[config.mk]
export PLATFORM = sky130hd
export DESIGN_NAME = single_wire_humidity_sensor_reader
export DESIGN_NICKNAME = d
export VERILOG_FILES = /design/src/rtl/core/swhsr_pkg.sv /design/src/rtl/core/single_wire_humidity_sensor_reader.sv /design/src/rtl/core/swhsr_front.sv /design/src/rtl/core/swhsr_engine.sv
export SDC_FILE = /design/constraint.sdc
export NUM_CORES = 1
export LEC_CHECK = 0
export BUFFER_PORTS_ARGS = -buffer_cell sky130_fd_sc_hd__clkbuf_2
export CAP_MARGIN = 10
export CORE_UTILIZATION = 64
export CTS_CLUSTER_DIAMETER = 50
export DETAILED_ROUTE_END_ITERATION = 16
export PLACE_DENSITY = 0.86
export SETUP_SLACK_MARGIN = 0.1
export SLEW_MARGIN = 25
export SYNTH_ARGS = -nofsm -noshare
export SYNTH_HDL_FRONTEND = slang
export SYNTH_HIERARCHICAL = 1
export SYNTH_SLANG_ARGS = --single-unit
export TNS_END_PERCENT = 30
[constraint.sdc]
create_clock -name clk -period 13.6 [get_ports clk]
set_input_delay 1.36 -clock clk [delete_from_list [all_inputs] [get_ports clk]]
set_output_delay 1.36 -clock clk [all_outputs]
set_load 0.005 [all_outputs]
[src/rtl/core/swhsr_pkg.sv]
// ============================================================================
// swhsr_pkg
// Shared types and constants for the single-wire humidity sensor reader.
// ============================================================================
package swhsr_pkg;

    // Number of level runs after which a read ends.
    localparam logic [6:0] RUN_BUDGET = 7'd85;
    // Data bits kept per read: four data bytes and the sum byte.
    localparam logic [5:0] MAX_BITS   = 6'd40;
    localparam logic [7:0] RUN_MAX    = 8'hFF;

    localparam logic [15:0] START_LOW_RESET = 16'd18000;
    localparam logic [7:0]  RELEASE_RESET   = 8'd40;
    localparam logic [7:0]  THRESHOLD_RESET = 8'd16;
    localparam logic [7:0]  TIMEOUT_RESET   = 8'd255;

    localparam int QUEUE_DEPTH = 2;

    typedef enum logic [1:0] {
        PH_IDLE,
        PH_START,
        PH_RELEASE,
        PH_MEASURE
    } phase_t;

    typedef enum logic [1:0] {
        REG_START_LOW,
        REG_RELEASE,
        REG_THRESHOLD,
        REG_TIMEOUT
    } reg_idx_t;

    typedef struct packed {
        logic line_level;
        logic start_request;
    } swhsr_in_t;

    typedef struct packed {
        logic       drive_low;
        logic       busy_res;
        logic       done_res;
        logic       checksum_ok;
        logic       timed_out;
        logic [7:0] humidity_whole;
        logic [7:0] humidity_tenths;
        logic [7:0] temp_whole;
        logic [7:0] temp_tenths;
    } swhsr_out_t;

    typedef struct packed {
        logic [15:0] start_low_ticks;
        logic [7:0]  release_ticks;
        logic [7:0]  bit_threshold;
        logic [7:0]  timeout_ticks;
    } swhsr_cfg_t;

endpackage

[src/rtl/core/single_wire_humidity_sensor_reader.sv]
// ============================================================================
// single_wire_humidity_sensor_reader
// Top level: APB register file, tick queue and decode engine.
// ============================================================================
// Each input beat is one microsecond tick of the sensor line; each tick gives
// exactly one result beat. The block sustains one tick per clock cycle when
// neither side stalls: a two-entry input queue feeds the decode engine, which
// updates its state and loads the output register in the same cycle. An
// accepted beat is first written into the queue, then popped by the engine
// into the output register, where it is held until the output side takes it.
// A start request while idle drives the line low for start_low_ticks ticks,
// releases it for release_ticks ticks, then decodes 40 data bits from the
// high-run lengths; done_res marks the tick the read ends, with checksum_ok
// and timed_out valid on that beat. Registers sit at byte addresses 0, 4, 8
// and 12 and should be written only while no read is in progress.
// ============================================================================
module single_wire_humidity_sensor_reader
    import swhsr_pkg::*;
(
    input  logic        clk,
    input  logic        rst_n,
    input  logic        in_valid,
    output logic        in_ready,
    input  swhsr_in_t   in_data,
    output logic        out_valid,
    input  logic        out_ready,
    output swhsr_out_t  out_data,
    input  logic        psel,
    input  logic        penable,
    input  logic        pwrite,
    input  logic [3:0]  paddr,
    input  logic [31:0] pwdata,
    output logic [31:0] prdata,
    output logic        pready
);

    swhsr_cfg_t cfg_reg;
    logic       q_valid;
    swhsr_in_t  q_data;
    logic       q_pop;
    logic       wr_en;
    reg_idx_t   reg_sel;

    assign pready  = 1'b1;
    assign wr_en   = psel && penable && pwrite;
    assign reg_sel = reg_idx_t'(paddr[3:2]);

    always_ff @(posedge clk or negedge rst_n)
    begin
        if (!rst_n)
        begin
            cfg_reg.start_low_ticks <= START_LOW_RESET;
            cfg_reg.release_ticks   <= RELEASE_RESET;
            cfg_reg.bit_threshold   <= THRESHOLD_RESET;
            cfg_reg.timeout_ticks   <= TIMEOUT_RESET;
        end
        else if (wr_en)
        begin
            case (reg_sel)
                REG_START_LOW: cfg_reg.start_low_ticks <= pwdata[15:0];
                REG_RELEASE:   cfg_reg.release_ticks   <= pwdata[7:0];
                REG_THRESHOLD: cfg_reg.bit_threshold   <= pwdata[7:0];
                REG_TIMEOUT:   cfg_reg.timeout_ticks   <= pwdata[7:0];
                default:
                begin
                end
            endcase
        end
    end

    always_comb
    begin
        case (reg_sel)
            REG_START_LOW: prdata = {16'd0, cfg_reg.start_low_ticks};
            REG_RELEASE:   prdata = {24'd0, cfg_reg.release_ticks};
            REG_THRESHOLD: prdata = {24'd0, cfg_reg.bit_threshold};
            REG_TIMEOUT:   prdata = {24'd0, cfg_reg.timeout_ticks};
            default:       prdata = 32'd0;
        endcase
    end

    swhsr_front u_front (
        .clk      (clk),
        .rst_n    (rst_n),
        .in_valid (in_valid),
        .in_ready (in_ready),
        .in_data  (in_data),
        .q_valid  (q_valid),
        .q_data   (q_data),
        .q_pop    (q_pop)
    );

    swhsr_engine u_engine (
        .clk       (clk),
        .rst_n     (rst_n),
        .cfg       (cfg_reg),
        .q_valid   (q_valid),
        .q_data    (q_data),
        .q_pop     (q_pop),
        .out_valid (out_valid),
        .out_ready (out_ready),
        .out_data  (out_data)
    );

endmodule

[src/rtl/core/swhsr_front.sv]
// ============================================================================
// swhsr_front
// Input side: accepts tick beats and holds them in a two-entry queue for the
// decode engine.
// ============================================================================
module swhsr_front
    import swhsr_pkg::*;
(
    input  logic      clk,
    input  logic      rst_n,
    input  logic      in_valid,
    output logic      in_ready,
    input  swhsr_in_t in_data,
    output logic      q_valid,
    output swhsr_in_t q_data,
    input  logic      q_pop
);

    swhsr_in_t  mem [QUEUE_DEPTH];
    logic       wr_ptr_reg, wr_ptr_next;
    logic       rd_ptr_reg, rd_ptr_next;
    logic [1:0] count_reg, count_next;
    logic       push;

    assign in_ready = (count_reg != 2'(QUEUE_DEPTH));
    assign push     = in_valid && in_ready;
    assign q_valid  = (count_reg != 2'd0);
    assign q_data   = mem[rd_ptr_reg];

    always_comb
    begin
        wr_ptr_next = push  ? ~wr_ptr_reg : wr_ptr_reg;
        rd_ptr_next = q_pop ? ~rd_ptr_reg : rd_ptr_reg;
        count_next  = count_reg;
        if (push && !q_pop)
        begin
            count_next = count_reg + 2'd1;
        end
        else if (!push && q_pop)
        begin
            count_next = count_reg - 2'd1;
        end
    end

    always_ff @(posedge clk)
    begin
        if (push)
        begin
            mem[wr_ptr_reg] <= in_data;
        end
    end

    always_ff @(posedge clk or negedge rst_n)
    begin
        if (!rst_n)
        begin
            wr_ptr_reg <= 1'b0;
            rd_ptr_reg <= 1'b0;
            count_reg  <= 2'd0;
        end
        else
        begin
            wr_ptr_reg <= wr_ptr_next;
            rd_ptr_reg <= rd_ptr_next;
            count_reg  <= count_next;
        end
    end

`ifndef SYNTHESIS
    a_count_bound: assert property (@(posedge clk) disable iff (!rst_n)
        count_reg <= 2'(QUEUE_DEPTH))
        else $error("queue count exceeds depth");
    a_pop_nonempty: assert property (@(posedge clk) disable iff (!rst_n)
        q_pop |-> count_reg != 2'd0)
        else $error("pop from empty queue");
    a_fill_step: assert property (@(posedge clk) disable iff (!rst_n)
        (push && !q_pop) |=> count_reg == $past(count_reg) + 2'd1)
        else $error("queue count did not advance on push");
    a_ptr_gap: assert property (@(posedge clk) disable iff (!rst_n)
        (count_reg == 2'd0 || count_reg == 2'd2) |-> wr_ptr_reg == rd_ptr_reg)
        else $error("queue pointers out of step with count");
`endif

endmodule

[src/rtl/core/swhsr_engine.sv]
// ============================================================================
// swhsr_engine
// Decode side: runs the start pulse, measures level runs, shifts in data
// bits and presents one result beat per tick through an output register.
// ============================================================================
module swhsr_engine
    import swhsr_pkg::*;
(
    input  logic       clk,
    input  logic       rst_n,
    input  swhsr_cfg_t cfg,
    input  logic       q_valid,
    input  swhsr_in_t  q_data,
    output logic       q_pop,
    output logic       out_valid,
    input  logic       out_ready,
    output swhsr_out_t out_data
);

    phase_t      phase_reg, phase_next;
    logic [15:0] timer_reg, timer_next;
    logic [7:0]  run_len_reg, run_len_next;
    logic        prev_reg, prev_next;
    logic [6:0]  run_idx_reg, run_idx_next;
    logic [5:0]  bit_cnt_reg, bit_cnt_next;
    logic [39:0] data_reg, data_next;
    logic        out_valid_reg;
    swhsr_out_t  out_data_reg, result;

    // Advance when the output slot is free or is being emptied this cycle.
    assign q_pop     = q_valid && (!out_valid_reg || out_ready);
    assign out_valid = out_valid_reg;
    assign out_data  = out_data_reg;

    always_comb
    begin
        logic       done;
        logic       tmo;
        logic       one;
        logic [2:0] k;
        logic [7:0] sum;

        phase_next   = phase_reg;
        timer_next   = timer_reg;
        run_len_next = run_len_reg;
        prev_next    = prev_reg;
        run_idx_next = run_idx_reg;
        bit_cnt_next = bit_cnt_reg;
        data_next    = data_reg;
        done         = 1'b0;
        tmo          = 1'b0;
        one          = 1'b0;
        k            = 3'd0;
        sum          = 8'd0;
        result       = '0;

        if (phase_reg == PH_IDLE && q_data.start_request)
        begin
            phase_next   = PH_START;
            timer_next   = 16'd0;
            run_len_next = 8'd0;
            prev_next    = 1'b1;
            run_idx_next = 7'd0;
            bit_cnt_next = 6'd0;
            data_next    = 40'd0;
        end

        case (phase_next)
            PH_START:
            begin
                result.drive_low = 1'b1;
                timer_next = timer_next + 16'd1;
                if (timer_next >= cfg.start_low_ticks)
                begin
                    timer_next = 16'd0;
                    phase_next = (cfg.release_ticks == 8'd0) ? PH_MEASURE : PH_RELEASE;
                end
            end
            PH_RELEASE:
            begin
                timer_next = timer_next + 16'd1;
                if (timer_next >= {8'd0, cfg.release_ticks})
                begin
                    timer_next = 16'd0;
                    phase_next = PH_MEASURE;
                end
            end
            PH_MEASURE:
            begin
                if (q_data.line_level == prev_next)
                begin
                    if (run_len_next != RUN_MAX)
                    begin
                        run_len_next = run_len_next + 8'd1;
                    end
                    if (run_len_next >= cfg.timeout_ticks)
                    begin
                        done = 1'b1;
                        tmo  = 1'b1;
                    end
                end
                else
                begin
                    // Close the run: even high runs from the fifth on carry a bit.
                    if (run_idx_next >= 7'd4 && !run_idx_next[0] && bit_cnt_next < MAX_BITS)
                    begin
                        one = (run_len_next > cfg.bit_threshold);
                        k   = bit_cnt_next[5:3];
                        for (int j = 0; j < 5; j++)
                        begin
                            if (k == 3'(j))
                            begin
                                data_next[39-8*j -: 8] = {data_next[38-8*j -: 7], one};
                            end
                        end
                        bit_cnt_next = bit_cnt_next + 6'd1;
                    end
                    prev_next    = q_data.line_level;
                    run_idx_next = run_idx_next + 7'd1;
                    run_len_next = 8'd1;
                    if (run_idx_next >= RUN_BUDGET)
                    begin
                        done = 1'b1;
                    end
                    else if (cfg.timeout_ticks <= 8'd1)
                    begin
                        done = 1'b1;
                        tmo  = 1'b1;
                    end
                end
                if (done)
                begin
                    sum = data_next[39:32] + data_next[31:24] + data_next[23:16]
                        + data_next[15:8];
                    result.checksum_ok = (bit_cnt_next >= MAX_BITS) && (data_next[7:0] == sum);
                    phase_next = PH_IDLE;
                end
            end
            default:
            begin
            end
        endcase

        result.busy_res        = (phase_next != PH_IDLE);
        result.done_res        = done;
        result.timed_out       = tmo;
        result.humidity_whole  = data_next[39:32];
        result.humidity_tenths = data_next[31:24];
        result.temp_whole      = data_next[23:16];
        result.temp_tenths     = data_next[15:8];
    end

    always_ff @(posedge clk or negedge rst_n)
    begin
        if (!rst_n)
        begin
            phase_reg     <= PH_IDLE;
            timer_reg     <= 16'd0;
            run_len_reg   <= 8'd0;
            prev_reg      <= 1'b1;
            run_idx_reg   <= 7'd0;
            bit_cnt_reg   <= 6'd0;
            data_reg      <= 40'd0;
            out_valid_reg <= 1'b0;
        end
        else
        begin
            if (q_pop)
            begin
                phase_reg   <= phase_next;
                timer_reg   <= timer_next;
                run_len_reg <= run_len_next;
                prev_reg    <= prev_next;
                run_idx_reg <= run_idx_next;
                bit_cnt_reg <= bit_cnt_next;
                data_reg    <= data_next;
            end
            if (q_pop)
            begin
                out_valid_reg <= 1'b1;
            end
            else if (out_ready)
            begin
                out_valid_reg <= 1'b0;
            end
        end
    end

    always_ff @(posedge clk)
    begin
        if (q_pop)
        begin
            out_data_reg <= result;
        end
    end

`ifndef SYNTHESIS
    a_done_idle: assert property (@(posedge clk) disable iff (!rst_n)
        (out_valid_reg && out_data_reg.done_res) |-> !out_data_reg.busy_res)
        else $error("done beat reports busy");
    a_flags_need_done: assert property (@(posedge clk) disable iff (!rst_n)
        (out_valid_reg && (out_data_reg.checksum_ok || out_data_reg.timed_out))
        |-> out_data_reg.done_res)
        else $error("status flag outside a done beat");
    a_bit_bound: assert property (@(posedge clk) disable iff (!rst_n)
        bit_cnt_reg <= MAX_BITS)
        else $error("bit count past 40");
    a_idle_after_done: assert property (@(posedge clk) disable iff (!rst_n)
        (q_pop && result.done_res) |=> phase_reg == PH_IDLE)
        else $error("engine not idle after done");
`endif

endmodule
# == Yosys cells after proc, flatten, opt, wreduce, memory -nomap -nowiden ==
# Memories as Yosys holds them, arrays and structs flattened.
# Index checks and enable logic that the tools add are counted.
# classes
add_sub_neg,9
magnitude_cmp,9
n_eq_ne,14
muxes,52
bitwise_logic,2
reduce_logical,28
# op_table
op,count
2-to-1 mux 40 bit,5
case mux 32 bit (4 select lines),1
2-to-1 mux 8 bit,11
2-to-1 mux 16 bit,3
case mux 16 bit (2 select lines),1
2-to-1 mux 6 bit,5
adder 8 bit,3
2-to-1 mux 7 bit,3
"adder 16 x 1 -> 16 bit, second input constant",1
greater-or-equal comparator 16 bit,1
greater-or-equal comparator 16 x 8 -> 1 bit,1
2-to-1 mux 1 bit,16
2-to-1 mux 2 bit,6
logical AND 1 bit,10
AND reduction 2 bit,5
"adder 8 x 1 -> 8 bit, second input constant",1
"equality test 2 bit, second input constant",4
equality test 8 bit,1
greater-or-equal comparator 8 bit,1
> comparator 8 bit,1
"less-or-equal comparator 8 x 1 -> 1 bit, second input constant",1
logical NOT 8 bit,1
"inequality test 8 bit, second input constant",1
nonzero test 2 bit,4
20 further kinds,27
# totals
regBits,162
ram_bits,4
inputBits,45
output_inout_bits,72
mem_count,1
# memory_table
memory,depth,word_bits,rd,rd_ports_with_merged_regs,wr,line,text
u_front.mem,2,2,1,0,1,swhsr_front.sv:19,swhsr_in_t mem [QUEUE_DEPTH];

# == Longest topological paths before layout ==
# Gate-level depths: netlist of run 1.
# depth
ltp_word,14
mapped_depth,30

# == Modules after synthesis ==
# Netlist of run 1, hierarchy kept.
# by_module_without_submodules
mod,instances,cells_each,area_per_inst_um2,seq_area_each_um2
swhsr_engine,1,891,8162.8,3139.3
single_wire_humidity_sensor_reader,1,127,1980.6,1021.0
swhsr_front,1,24,354.1,220.2

# == Least setup slack after synthesis of run 1 ==
# OpenSTA, ideal clock, no wires.
# synth_path
path_kind,register to register
startpoint,register u_front.rd_ptr_reg
endpoint,"register u_engine.out_data_reg, in the netlist u_engine/out_data[33], data pin"
setup_time_ns,0.175
arrival_time_ns,6.425
t_required_ns,13.425
slack_ns,6.999
path_stages_with_launch,30
cell_sequence,dfrtp_1 -> mux2_2 -> or3b_1 -> buf_2 -> buf_6 -> buf_2 -> clkbuf_1 -> clkbuf_1 -> clkbuf_1 -> nand2_1 -> ha_1 -> or2_2 -> a221o_1 -> a32o_1 -> nor2_1 -> a31oi_1 -> fa_1 -> fa_1 -> inv_1 -> ha_1 -> inv_1 -> fa_1 -> nor2b_1 -> o31a_1 -> o21a_1 -> or3_1 -> a21o_1 -> a211o_1 -> nand3_1 -> nor4bb_1
# synth_lines
element,line,text
"start, declared",swhsr_front.sv:21,"logic rd_ptr_reg, rd_ptr_next;"
"start signal, assigned",swhsr_front.sv:64,rd_ptr_reg <= rd_ptr_next;
"end signal, assigned",swhsr_engine.sv:193,out_data_reg <= result;
"end, declared",swhsr_engine.sv:28,"swhsr_out_t out_data_reg, result;"

==> summary.txt, run 1 <==
Global route
  • Largest net degree at the start of global routing: 53
  • Gr usage total: 30.7%
  • Antenna violations before repair: 0
  • First-pass GRT wire length: about 40 mm
  • Global route total overflow: 0
  • Vias in the first global route: between 8000 and 9000

STA
  • Final Hold Vio Count: 0
  • Tightest Pin Transition: approximately 0.88 ns
  • Final Skew: around 0.0095 ns
  • Final period utilization: roughly half
  • Total negative slack: 0 ns
  • Final min period: 6.92 ns
  • Final slew viol count: 0
  • Slew headroom: between 40% and 50%
  • RSZ-0062 raised after global routing: false
  • Max Freq: between 0.1 and 0.15 GHz
  • Final setup vio count: 0

Min path
  • Hold Path Depth: 1
  • Hold_sp: u_engine/data_reg[31]
  • Hold EP: u_engine/data_reg[31]
  • Worst Hold Class: reg -> reg

Critical path
  • CP Buf/Inv Count: 3
  • Critical Path Source Type: flip-flop
  • FF-to-FF setup slack: 6.68 ns
  • Worst path slowest cell: or3b_2
  • Worst reg2reg startpoint: u_front/rd_ptr_reg
  • Worst R2R End: u_engine/out_data[33]
  • Cell family with most CP delay: simple AND/OR/NAND/NOR gates
  • Crit end category: flip-flop
  • Critical path startpoint: u_front/rd_ptr_reg
  • CP max FO: 43
  • Stages on the worst setup path: 25
  • Crit path arrival time: approximately 7.1 ns
  • Critical Path Max Stage Delay: between 0.8 and 0.9 ns
  • WP data required: around 14 ns
  • CP Class: reg -> reg
  • Worst Reg-to-Reg Cells: 25

Power
  • Pleak: 0.00546 uW
  • Power per Cell Area: approximately 180 nW/um^2
  • Maximum vdd drop: approximately 0.00013 V

Synth
  • Yosys reg bits: between 150 and 200
  • Syn avg cell area: slightly above 10 um^2
  • Post-Syn Instances: 1042
  • Asr flop ratio synth: around three quarters
  • Synthesized cell area: 10500 um^2
  • Cell accounting for the most synthesized area: dfrtp_1
  • Syn. warnings: 6
  • Main synth FF type: dfrtp_1
  • Share of the synthesized area in the top cell type: 25.7%
  • Sequential cell area fraction in the yosys report: between 40% and 50%
  • Synth unique cells: 83
  • EDFF count, synth: between 40 and 50
  • Most area-consuming cells after synthesis: dfrtp_1, edfxtp_1, ha_1, mux2_2, dfstp_2

Detailed routing
  • # DRC: 0
  • DR WL/cell: ~18 um
  • Initial DRC Count: 923
  • Drt pass-1 iters: 6
  • Total number of vias: between 8000 and 9000
  • Via density: roughly 6.2
  • Routed Antenna Nets: 0
  • Total Wirelength: roughly 24 mm

Die
  • Die Footprint: roughly 17000 um^2
  • IO Count: ~120
  • Die Wd: around 130 um
  • Starting density of the core: between 60% and 70%
  • Chip height: approximately 130 um
  • Core area: around 16000 um^2
  • Row cnt: 46

Clocking
  • Inserted Clock Buffers: 17
  • CTS tree: done
  • CTS Buffer Depth: 2
  • Post_cts resized: 0
  • Clock Pin Slew Worst Setup and Hold Paths: about 0.070 ns
  • Clk Latency, worst-skew pair: between 0.4 and 0.5 ns
  • CTS H-Tree Depth: 4
  • Cts hold-fix bufs: 0
  • Root Driver: clkbuf_16
  • Num Clock Sinks: between 150 and 200
  • Post-CTS Setup Bufs: 0

Placed design
  • GP Congestion: between 0.8 and 0.9
  • Dpl hpwl: approximately 17 mm
  • Post-Place Cell Area: approximately 11000 um^2
  • PortBufs: 81

Job
  • Maxcap violations: 0

Finish
  • Layout fillers: 1096
  • Area growth from synthesis to final layout: 10.1%
  • Final Net Count: 1211
  • Fraction of layout cells with a size suffix above 1: about a fifth
  • Final Cell Area: 11600 um^2
  • Antenna fix cells: 0
  • Commonest non-fill, non-tap cells in the layout: dfrtp_1, nand2_1, clkbuf_2
  • Most common cell after layout, fill and taps aside: dfrtp_1

Run status
  • Status: complete, no violations
[synth_stat cells, types with 9 or more instances]
cell / instances
mux2i_1: 13
dfrtp_1: 108
a21oi_1: 39
xor2_1: 21
a22o_1: 28
a31oi_1: 9
nand2_1: 107
nor3_1: 10
xnor2_1: 23
dfstp_2: 17
o21ai_0: 56
edfxtp_1: 41
clkbuf_1: 26
a21o_1: 15
and3_1: 17
inv_1: 68
mux2_2: 55
nand3_1: 43
buf_4: 18
ha_1: 52
nand4_1: 9
nor2_1: 77
fa_1: 14
and2_1: 28
[metal layers]
layer | wire, um | share of wire, % | global-route usage [%]
met2 | 11500 | 48 | 48.9
met4 | 748 | 3.1 | 15.5
met1 | 10200 | 43 | 40.7
met3 | 1590 | 6.6 | 5.37
met5 | 0 | 0 | 0
[kinds of logic (layout without fill, tap and decap cells)]
logic type      after synthesis  after routing  synth area share (%)
compound gates              204            204                  13.0
xor+xnor                     46             46                  3.98
fa+ha+maj                    66             66                  8.87
buf+inv                     132            188                  5.83
flops                       166            166                  41.7
mux                          86             86                  10.2
other cells                   2             17                0.0715
simple gates                340            340                  16.3
[worst max-delay path by stage]
| stage | endpoint | slack (ns) |
|---|---|---|
| final | u_engine/out_data[33] | 6.68 |
| after CTS | u_engine/out_data[33] | 6.69 |
| after global placement | u_engine/out_data[33] | 6.89 |
| after detailed placement | u_engine/out_data[33] | 6.76 |
| after global routing | u_engine/out_data[33] | 6.24 |
| after floorplan | u_engine/out_data[33] | 7.00 |
[where the power goes]
group | switching (uW) | internal, uW
clock network | 203 | 310
registers | 95.4 | 650
logic | 484 | 307
total | 783 | 1270
[metrics by stage]
| step | power, uW | setup WS, ns | cells | hold WS (ns) | utilization, % |
|---|---|---|---|---|---|
| after global routing | 2170 | 6.24 | 1329 | 0.523 | 72.5 |
| after floorplan | 1290 | 7.00 | 1057 | 0.464 | - |
| final | 2050 | 6.68 | 1329 | 0.501 | 72.5 |
| after global placement | 1480 | 6.89 | 1297 | 0.484 | 68.6 |
| after CTS | 2050 | 6.69 | 1329 | 0.503 | 72.5 |
| after detailed placement | 1520 | 6.76 | 1297 | 0.489 | 68.6 |
[area by class of cell]
class | instances | area [um^2] | area share [%]
Sequential cell | 166 | 4380 | 37.9
Timing Repair Buffer | 88 | 460 | 3.98
Tap cell | 216 | 270 | 2.34
Clock buffer | 18 | 429 | 3.71
Inverter | 68 | 256 | 2.22
Multi-Input combinational cell | 759 | 5560 | 48.1
Clock inverter | 14 | 199 | 1.72
No activity file was read; power rests on OpenSTA's default activity.
==> inputs of run 2 (changes only) <==
Settings changed: ABC_AREA set to 1, CORE_UTILIZATION 64 to 55, PLACE_DENSITY 0.86 to 0.78.
Clock period 13.6 ns to 6.3 ns, I/O delays scaled along.
==> run 2 against run 1 <==
Clock skew up 0.00068 ns. Die area up 26%. Critical path depth up 1. Worst hold slack worse by 0.20 ns. Largest cell class unchanged. Highest routed layer unchanged.
==> summary.txt, run 2 <==
Clocking
  • Root Driver: clkbuf_16
  • CTS Buffer Depth: 2
  • Inserted Clock Buffers: 17
  • Clock Pin Slew Worst Setup and Hold Paths: 0.07 ns
  • CTS tree: done
  • Cts hold-fix bufs: 0
  • Post_cts resized: 0
  • Clk Latency, worst-skew pair: 0.44 ns
  • Post-CTS Setup Bufs: 0
  • CTS H-Tree Depth: 4
  • Num Clock Sinks: 166

Synth
  • Sequential cell area fraction in the yosys report: between 30% and 40%
  • Yosys reg bits: 166
  • Most area-consuming cells after synthesis: dfrtp_1, nand2_1, edfxtp_1, inv_1, ha_1
  • Count leader, synth: nand2_1
  • Main synth FF type: dfrtp_1
  • Post-Syn Instances: approximately 1500
  • Cell accounting for the most synthesized area: dfrtp_1
  • Post-synth top cells: nand2_1, inv_1, nor2_1, dfrtp_1, nand3_1
  • Synthesized cell area: 11400 um^2
  • Asr flop ratio synth: approximately three quarters
  • Syn avg cell area: 7.38 um^2
  • Share of the synthesized area in the top cell type: around a quarter
  • EDFF count, synth: 41
  • Syn. warnings: 6
  • Synth unique cells: 54

Die
  • Row cnt: 52
  • Die Footprint: approximately 21000 um^2
  • IO Count: 117
  • Die Wd: around 150 um
  • Core area: approximately 20000 um^2
  • Chip height: 146 um
  • Starting density of the core: 56.3%

STA
  • Slew headroom: approximately 34%
  • Final min period: 5.54 ns
  • Final period utilization: 88.0%
  • Max Freq: approximately 0.18 GHz
  • Tightest Pin Transition: 0.991 ns
  • Final slew viol count: 0
  • Final Hold Vio Count: 0
  • Final Skew: around 0.010 ns
  • Final setup vio count: 0
  • RSZ-0062 raised after global routing: false
  • Total negative slack: 0 ns

Placed design
  • GP Congestion: 0.894
  • Post-Place Cell Area: between 10000 and 15000 um^2
  • Dpl hpwl: roughly 19 mm
  • PortBufs: 81

Finish
  • Antenna fix cells: 0
  • Fraction of layout cells with a size suffix above 1: roughly 12%
  • Most common cell after layout, fill and taps aside: nand2_1
  • Final Cell Area: about 12000 um^2
  • Final Net Count: 1713
  • Area growth from synthesis to final layout: 8.92%
  • Layout fillers: roughly 1800
  • Commonest non-fill, non-tap cells in the layout: nand2_1, inv_1, nor2_1

Detailed routing
  • Initial DRC Count: 656
  • Routed Antenna Nets: 0
  • Drt pass-1 iters: 5
  • Total number of vias: about 10000
  • Total Wirelength: roughly 27 mm
  • Via density: roughly 5.3
  • # DRC: 0
  • DR WL/cell: ~14 um

Critical path
  • Critical Path Max Stage Delay: around 0.61 ns
  • FF-to-FF setup slack: 0.76 ns
  • Worst R2R End: u_engine/out_data[33]
  • Crit end category: flip-flop
  • Worst Reg-to-Reg Cells: 26
  • CP Class: reg -> reg
  • WP data required: 6.49 ns
  • CP max FO: 19
  • Crit path arrival time: roughly 5.7 ns
  • Critical Path Source Type: flip-flop
  • Worst path slowest cell: fa_1
  • Worst reg2reg startpoint: u_front/rd_ptr_reg
  • Cell family with most CP delay: simple AND/OR/NAND/NOR gates
  • CP Buf/Inv Count: 5

Power
  • Internal: 3280 uW
  • Pleak: approximately 0.0062 uW
  • Sw frac: roughly half
  • Psw: between 3000 and 4000 uW
  • Seq pwr share: 28.9%
  • Power share of the clock group: between 10% and 20%
  • Maximum vdd drop: 0.000265 V
  • Comb power frac: between 50 and 60%
  • Power per Cell Area: 509 nW/um^2

Min path
  • Worst Hold Class: in -> async

Global route
  • First-pass GRT wire length: 45.0 mm
  • Gr usage total: between 20% and 30%
  • Global route total overflow: 0
  • Largest net degree at the start of global routing: between 80 and 90
  • Vias in the first global route: 9429
  • Antenna violations before repair: 0

Run status
  • Status: complete, no violations

Job
  • Maxcap violations: 0
==> run 2: cell types whose count changed after synthesis, sizes merged, moves of 12 or more <==
cell	change
nand2	+363
inv	+161
o21ai	+70
mux2	-62
nor2	+59
nand3	+58
a22o	-28
and2	-27
and3	-17
nand4	+17
xnor2	-15
mux2i	-13
a21o	-12
a21oi	+12
==> run 2: through the flow <==
| step | power (uW) | hold WS [ns] | worst slack, ns | util (%) | cells |
|---|---|---|---|---|---|
| floorplan | 4440 | 0.334 | 1.33 | - | 1564 |
| global placement | 5160 | 0.460 | 0.871 | 58.5 | 1853 |
| detailed placement | 5270 | 0.463 | 0.798 | 58.5 | 1853 |
| CTS | 6340 | 0.334 | 0.735 | 61.3 | 1885 |
| global route | 6950 | 0.358 | 0.368 | 61.3 | 1885 |
| finish | 6340 | 0.301 | 0.755 | 61.3 | 1885 |
==> run 2: cell type report <==
class,instances,area (um^2),area share [%]
clock inverter,15,153,1.23
clock buffer,17,425,3.42
inverter,231,870,6.98
multi-input combinational,1098,5830,46.8
sequential,166,4380,35.2
tap,270,338,2.71
timing repair buffer,88,460,3.70
==> run 2: per-layer routing <==
layer / up-vias / track usage (%) / share of wire, %
li1: 5034 / - / -
met1: 4635 / 34.7 / 44
met2: 349 / 43.0 / 48
met3: 51 / 4.16 / 5.4
met4: 0 / 9.53 / 2.6
met5: - / 0 / 0
==> run 2: worst max-delay path by stage <==
stage                       start                    end  slack, ns  cells after the start
6_report       u_front/rd_ptr_reg  u_engine/out_data[33]       0.76                     26
5_1_grt        u_front/rd_ptr_reg  u_engine/out_data[33]       0.37                     25
4_1_cts        u_front/rd_ptr_reg  u_engine/out_data[33]       0.74                     26
3_5_place_dp   u_front/rd_ptr_reg  u_engine/out_data[33]       0.80                     26
3_3_place_gp   u_front/rd_ptr_reg  u_engine/out_data[33]       0.87                     26
2_1_floorplan  u_front/rd_ptr_reg  u_engine/out_data[33]       1.33                     30
==> run 2: power by group through the flow <==
stage,combinational (uW),clock [uW],sequential (uW)
floorplan,2660,0,1790
global placement,3330,0,1830
detailed placement,3420,0,1840
CTS,3470,1040,1830
global route,3990,1090,1870
finish,3490,1020,1830
==> run 2: kinds of logic after synthesis <==
group	synth area share, %
XOR/XNOR	2.21
adder cells (fa/ha/maj)	8.14
AO/OA/AOI/OAI	10.1
other	0.0657
buffers and inverters	11.2
flip-flops	38.3
AND/OR/NAND/NOR	29.6
multiplexers	0.295
==> run 2: worst reg2reg max path: cells and delay by family, from the launching register on <==
kind	cells	cell delay, ns
flip-flops	1	0.42
buffers and inverters	5	0.53
AO/OA/AOI/OAI	4	0.71
adder cells (fa/ha/maj)	4	1.60
multiplexers	1	0.29
AND/OR/NAND/NOR	12	1.73
==> inputs of run 3 (changes only) <==
Settings changed: CELL_PAD_IN_SITES_DETAIL_PLACEMENT set to 1, CELL_PAD_IN_SITES_GLOBAL_PLACEMENT set to 2, CORE_UTILIZATION 55 to 31, PLACE_DENSITY 0.78 to unset, PLACE_DENSITY_LB_ADDON set to 0.1.
==> run 3 against run 2 <==
Core utilization is 26 points lower. Sequential power hardly changed. Setup slack worse by 0.094 ns. Combinational power is 6.0% higher. Design area is 2.0% higher. Routed wire length is 28% higher. Flip-flop and latch count stayed put. First-iteration DRC count is 30% lower. Power is 2.9% higher. Register-to-register slack worse by 0.09 ns. Die area is 76% higher. Critical path type unchanged. Critical endpoint unchanged. Largest cell class unchanged. Largest power group unchanged.
==> summary.txt, run 3 (synthesized netlist as in run 2, its figures left out) <==
Run status
  • Status: complete, no violations

STA
  • Final Hold Vio Count: 0
  • Final period utilization: around nine tenths
  • Final slew viol count: 0
  • Total negative slack: 0 ns
  • Max Freq: around 0.18 GHz
  • Slew headroom: ~42%
  • Final min period: 5.64 ns
  • Tightest Pin Transition: between 0.8 and 0.9 ns
  • Final Skew: ~0.011 ns
  • Final setup vio count: 0
  • RSZ-0062 raised after global routing: false

Die
  • Core area: ~36000 um^2
  • Starting density of the core: 31.8%
  • IO Count: ~120
  • Die Footprint: 37700 um^2
  • Row cnt: 69
  • Chip height: just under 200 um
  • Die Wd: ~190 um

Power
  • Seq pwr share: approximately 28%
  • Pleak: between 0.006 and 0.007 uW
  • Power share of the clock group: ~15%
  • Psw: approximately 3200 uW
  • Power, Total: 6520 uW
  • Sw frac: ~49%
  • Comb power frac: around 57%
  • Internal: between 3000 and 4000 uW
  • Maximum vdd drop: roughly 0.00029 V
  • Power per Cell Area: slightly above 500 nW/um^2

Clocking
  • CTS tree: done
  • Num Clock Sinks: roughly 170
  • Inserted Clock Buffers: 17
  • Clk Latency, worst-skew pair: 0.45 ns
  • CTS Buffer Depth: 2
  • Root Driver: clkbuf_16
  • CTS H-Tree Depth: 4
  • Post-CTS Setup Bufs: 0
  • Clock Pin Slew Worst Setup and Hold Paths: 0.07 ns

Critical path
  • Crit path arrival time: around 6 ns
  • Crit end category: flip-flop
  • CP Class: reg -> reg
  • CP max FO: 7
  • Critical Path Source Type: flip-flop
  • WP data required: approximately 6.6 ns

Detailed routing
  • Initial DRC Count: ~460
  • DR WL/cell: 16.4 um
  • Total number of vias: about 10000
  • Drt pass-1 iters: 4
  • Total Wirelength: 34.1 mm
  • Routed Antenna Nets: 0
  • # DRC: 0
  • Via density: between 4 and 5

Finish
  • Storage element area: roughly 4400 um^2
  • Most common cell after layout, fill and taps aside: nand2_1
  • Fraction of layout cells with a size suffix above 1: between 10% and 20%
  • Layout fillers: approximately 4500
  • Commonest non-fill, non-tap cells in the layout: nand2_1, inv_1, nor2_1
  • Antenna fix cells: 0
  • Area growth from synthesis to final layout: 11.1%
  • Final Net Count: 1720
  • Multi-input logic area: roughly 6000 um^2

Global route
  • First-pass GRT wire length: roughly 56 mm
  • Largest net degree at the start of global routing: 73
  • Vias in the first global route: 9857
  • Global route total overflow: 0
  • Antenna violations before repair: 0
  • Gr usage total: about a fifth

Placed design
  • GP Congestion: a little under 0.8
  • PortBufs: a little over 80
  • Dpl hpwl: 25.2 mm

Min path
  • Worst Hold Class: in -> async

Job
  • Maxcap violations: 0
==> run 3: cell types whose count changed in the layout (fill, tap and decap cells not counted), sizes merged <==
cell	delta
inv	-9
buf	+7
clkinv	+4
clkbuf	+6
clkinvlp	-1
==> run 3: worst max-delay path: stages, from the launching register on <==
cell      delay (ns)
dfrtp_1         0.39
mux2_2          0.43
nand2_1         0.14
nor2_4          0.09
nor2_1          0.25
ha_1            0.30
a21oi_1         0.15
nor2_1          0.05
a211oi_1        0.22
nand2_1         0.11
nand2_1         0.28
nor2_1          0.07
a21oi_1         0.22
fa_1            0.26
fa_1            0.43
inv_1           0.08
ha_1            0.18
inv_1           0.06
fa_1            0.41
o21ai_0         0.29
xnor2_1         0.21
nand3b_1        0.15
nand2_1         0.06
nor2_1          0.10
nand3_1         0.08
nor2_1          0.09
nand3_1         0.11
nor2_1          0.23
==> run 3: worst paths after layout <==
check | endpoint | from | depth (start not counted) | slack [ns]
worst max register to register | u_engine/out_data[33] | u_front/rd_ptr_reg | 27 | 0.66
worst min register to register | cfg_reg[34] | cfg_reg[34] | 2 | 0.48
max in group asynchronous | u_engine/data_reg[33] | rst_n | 2 | 4.76
worst max-delay path | u_engine/out_data[33] | u_front/rd_ptr_reg | 27 | 0.66
worst min-delay path | u_engine/timer_reg[14] | rst_n | 1 | 0.20
min in group clk | cfg_reg[38] | pwdata[14] | 3 | 0.36
==> run 3: repair_timing <==
item | in CTS | in global routing
setup endpoints to repair | 0 | 1
hold buffers | 0 | 0
gates resized for setup | 0 | 1
==> run 3: cell type report <==
class,instances,area share [%]
Sequential cell,166,34.5
Inverter,231,6.85
Multi-Input combinational cell,1098,45.9
Timing Repair Buffer,95,4.07
Tap cell,461,4.54
Clock buffer,23,3.69
Clock inverter,9,0.433
==> run 3: per-layer routing <==
| layer | GRT usage, % | part of all wire (%) | vias to the layer above |
|---|---|---|---|
| li1 | - | - | 5029 |
| met5 | 0 | 0 | - |
| met3 | 2.82 | 2.1 | 15 |
| met4 | 3.47 | 0.70 | 0 |
| met1 | 28.5 | 54 | 4810 |
| met2 | 28.0 | 43 | 82 |
==> run 3: metrics by stage <==
| stage | worst slack (ns) | area (um^2) | std cells | hold slack [ns] | util (%) |
|---|---|---|---|---|---|
| 2_1_floorplan | 1.33 | 11500 | 1564 | 0.334 | - |
| 3_3_place_gp | 0.572 | 12200 | 2051 | 0.465 | 33.9 |
| 3_5_place_dp | 0.529 | 12200 | 2051 | 0.468 | 33.9 |
| 4_1_cts | 0.484 | 12700 | 2083 | 0.233 | 35.3 |
| 5_1_grt | 0.227 | 12700 | 2083 | 0.257 | 35.4 |
| 6_report | 0.661 | 12700 | 2083 | 0.200 | 35.4 |
==> run 3: power by group through the flow <==
stage                     Clock (uW)  Combinational [uW]  Sequential [uW]
after floorplan                    0                2660             1790
after global placement             0                3670             1850
after detailed placement           0                3730             1860
after CTS                       1030                3760             1840
after global routing            1070                4240             1890
final                            989                3700             1830
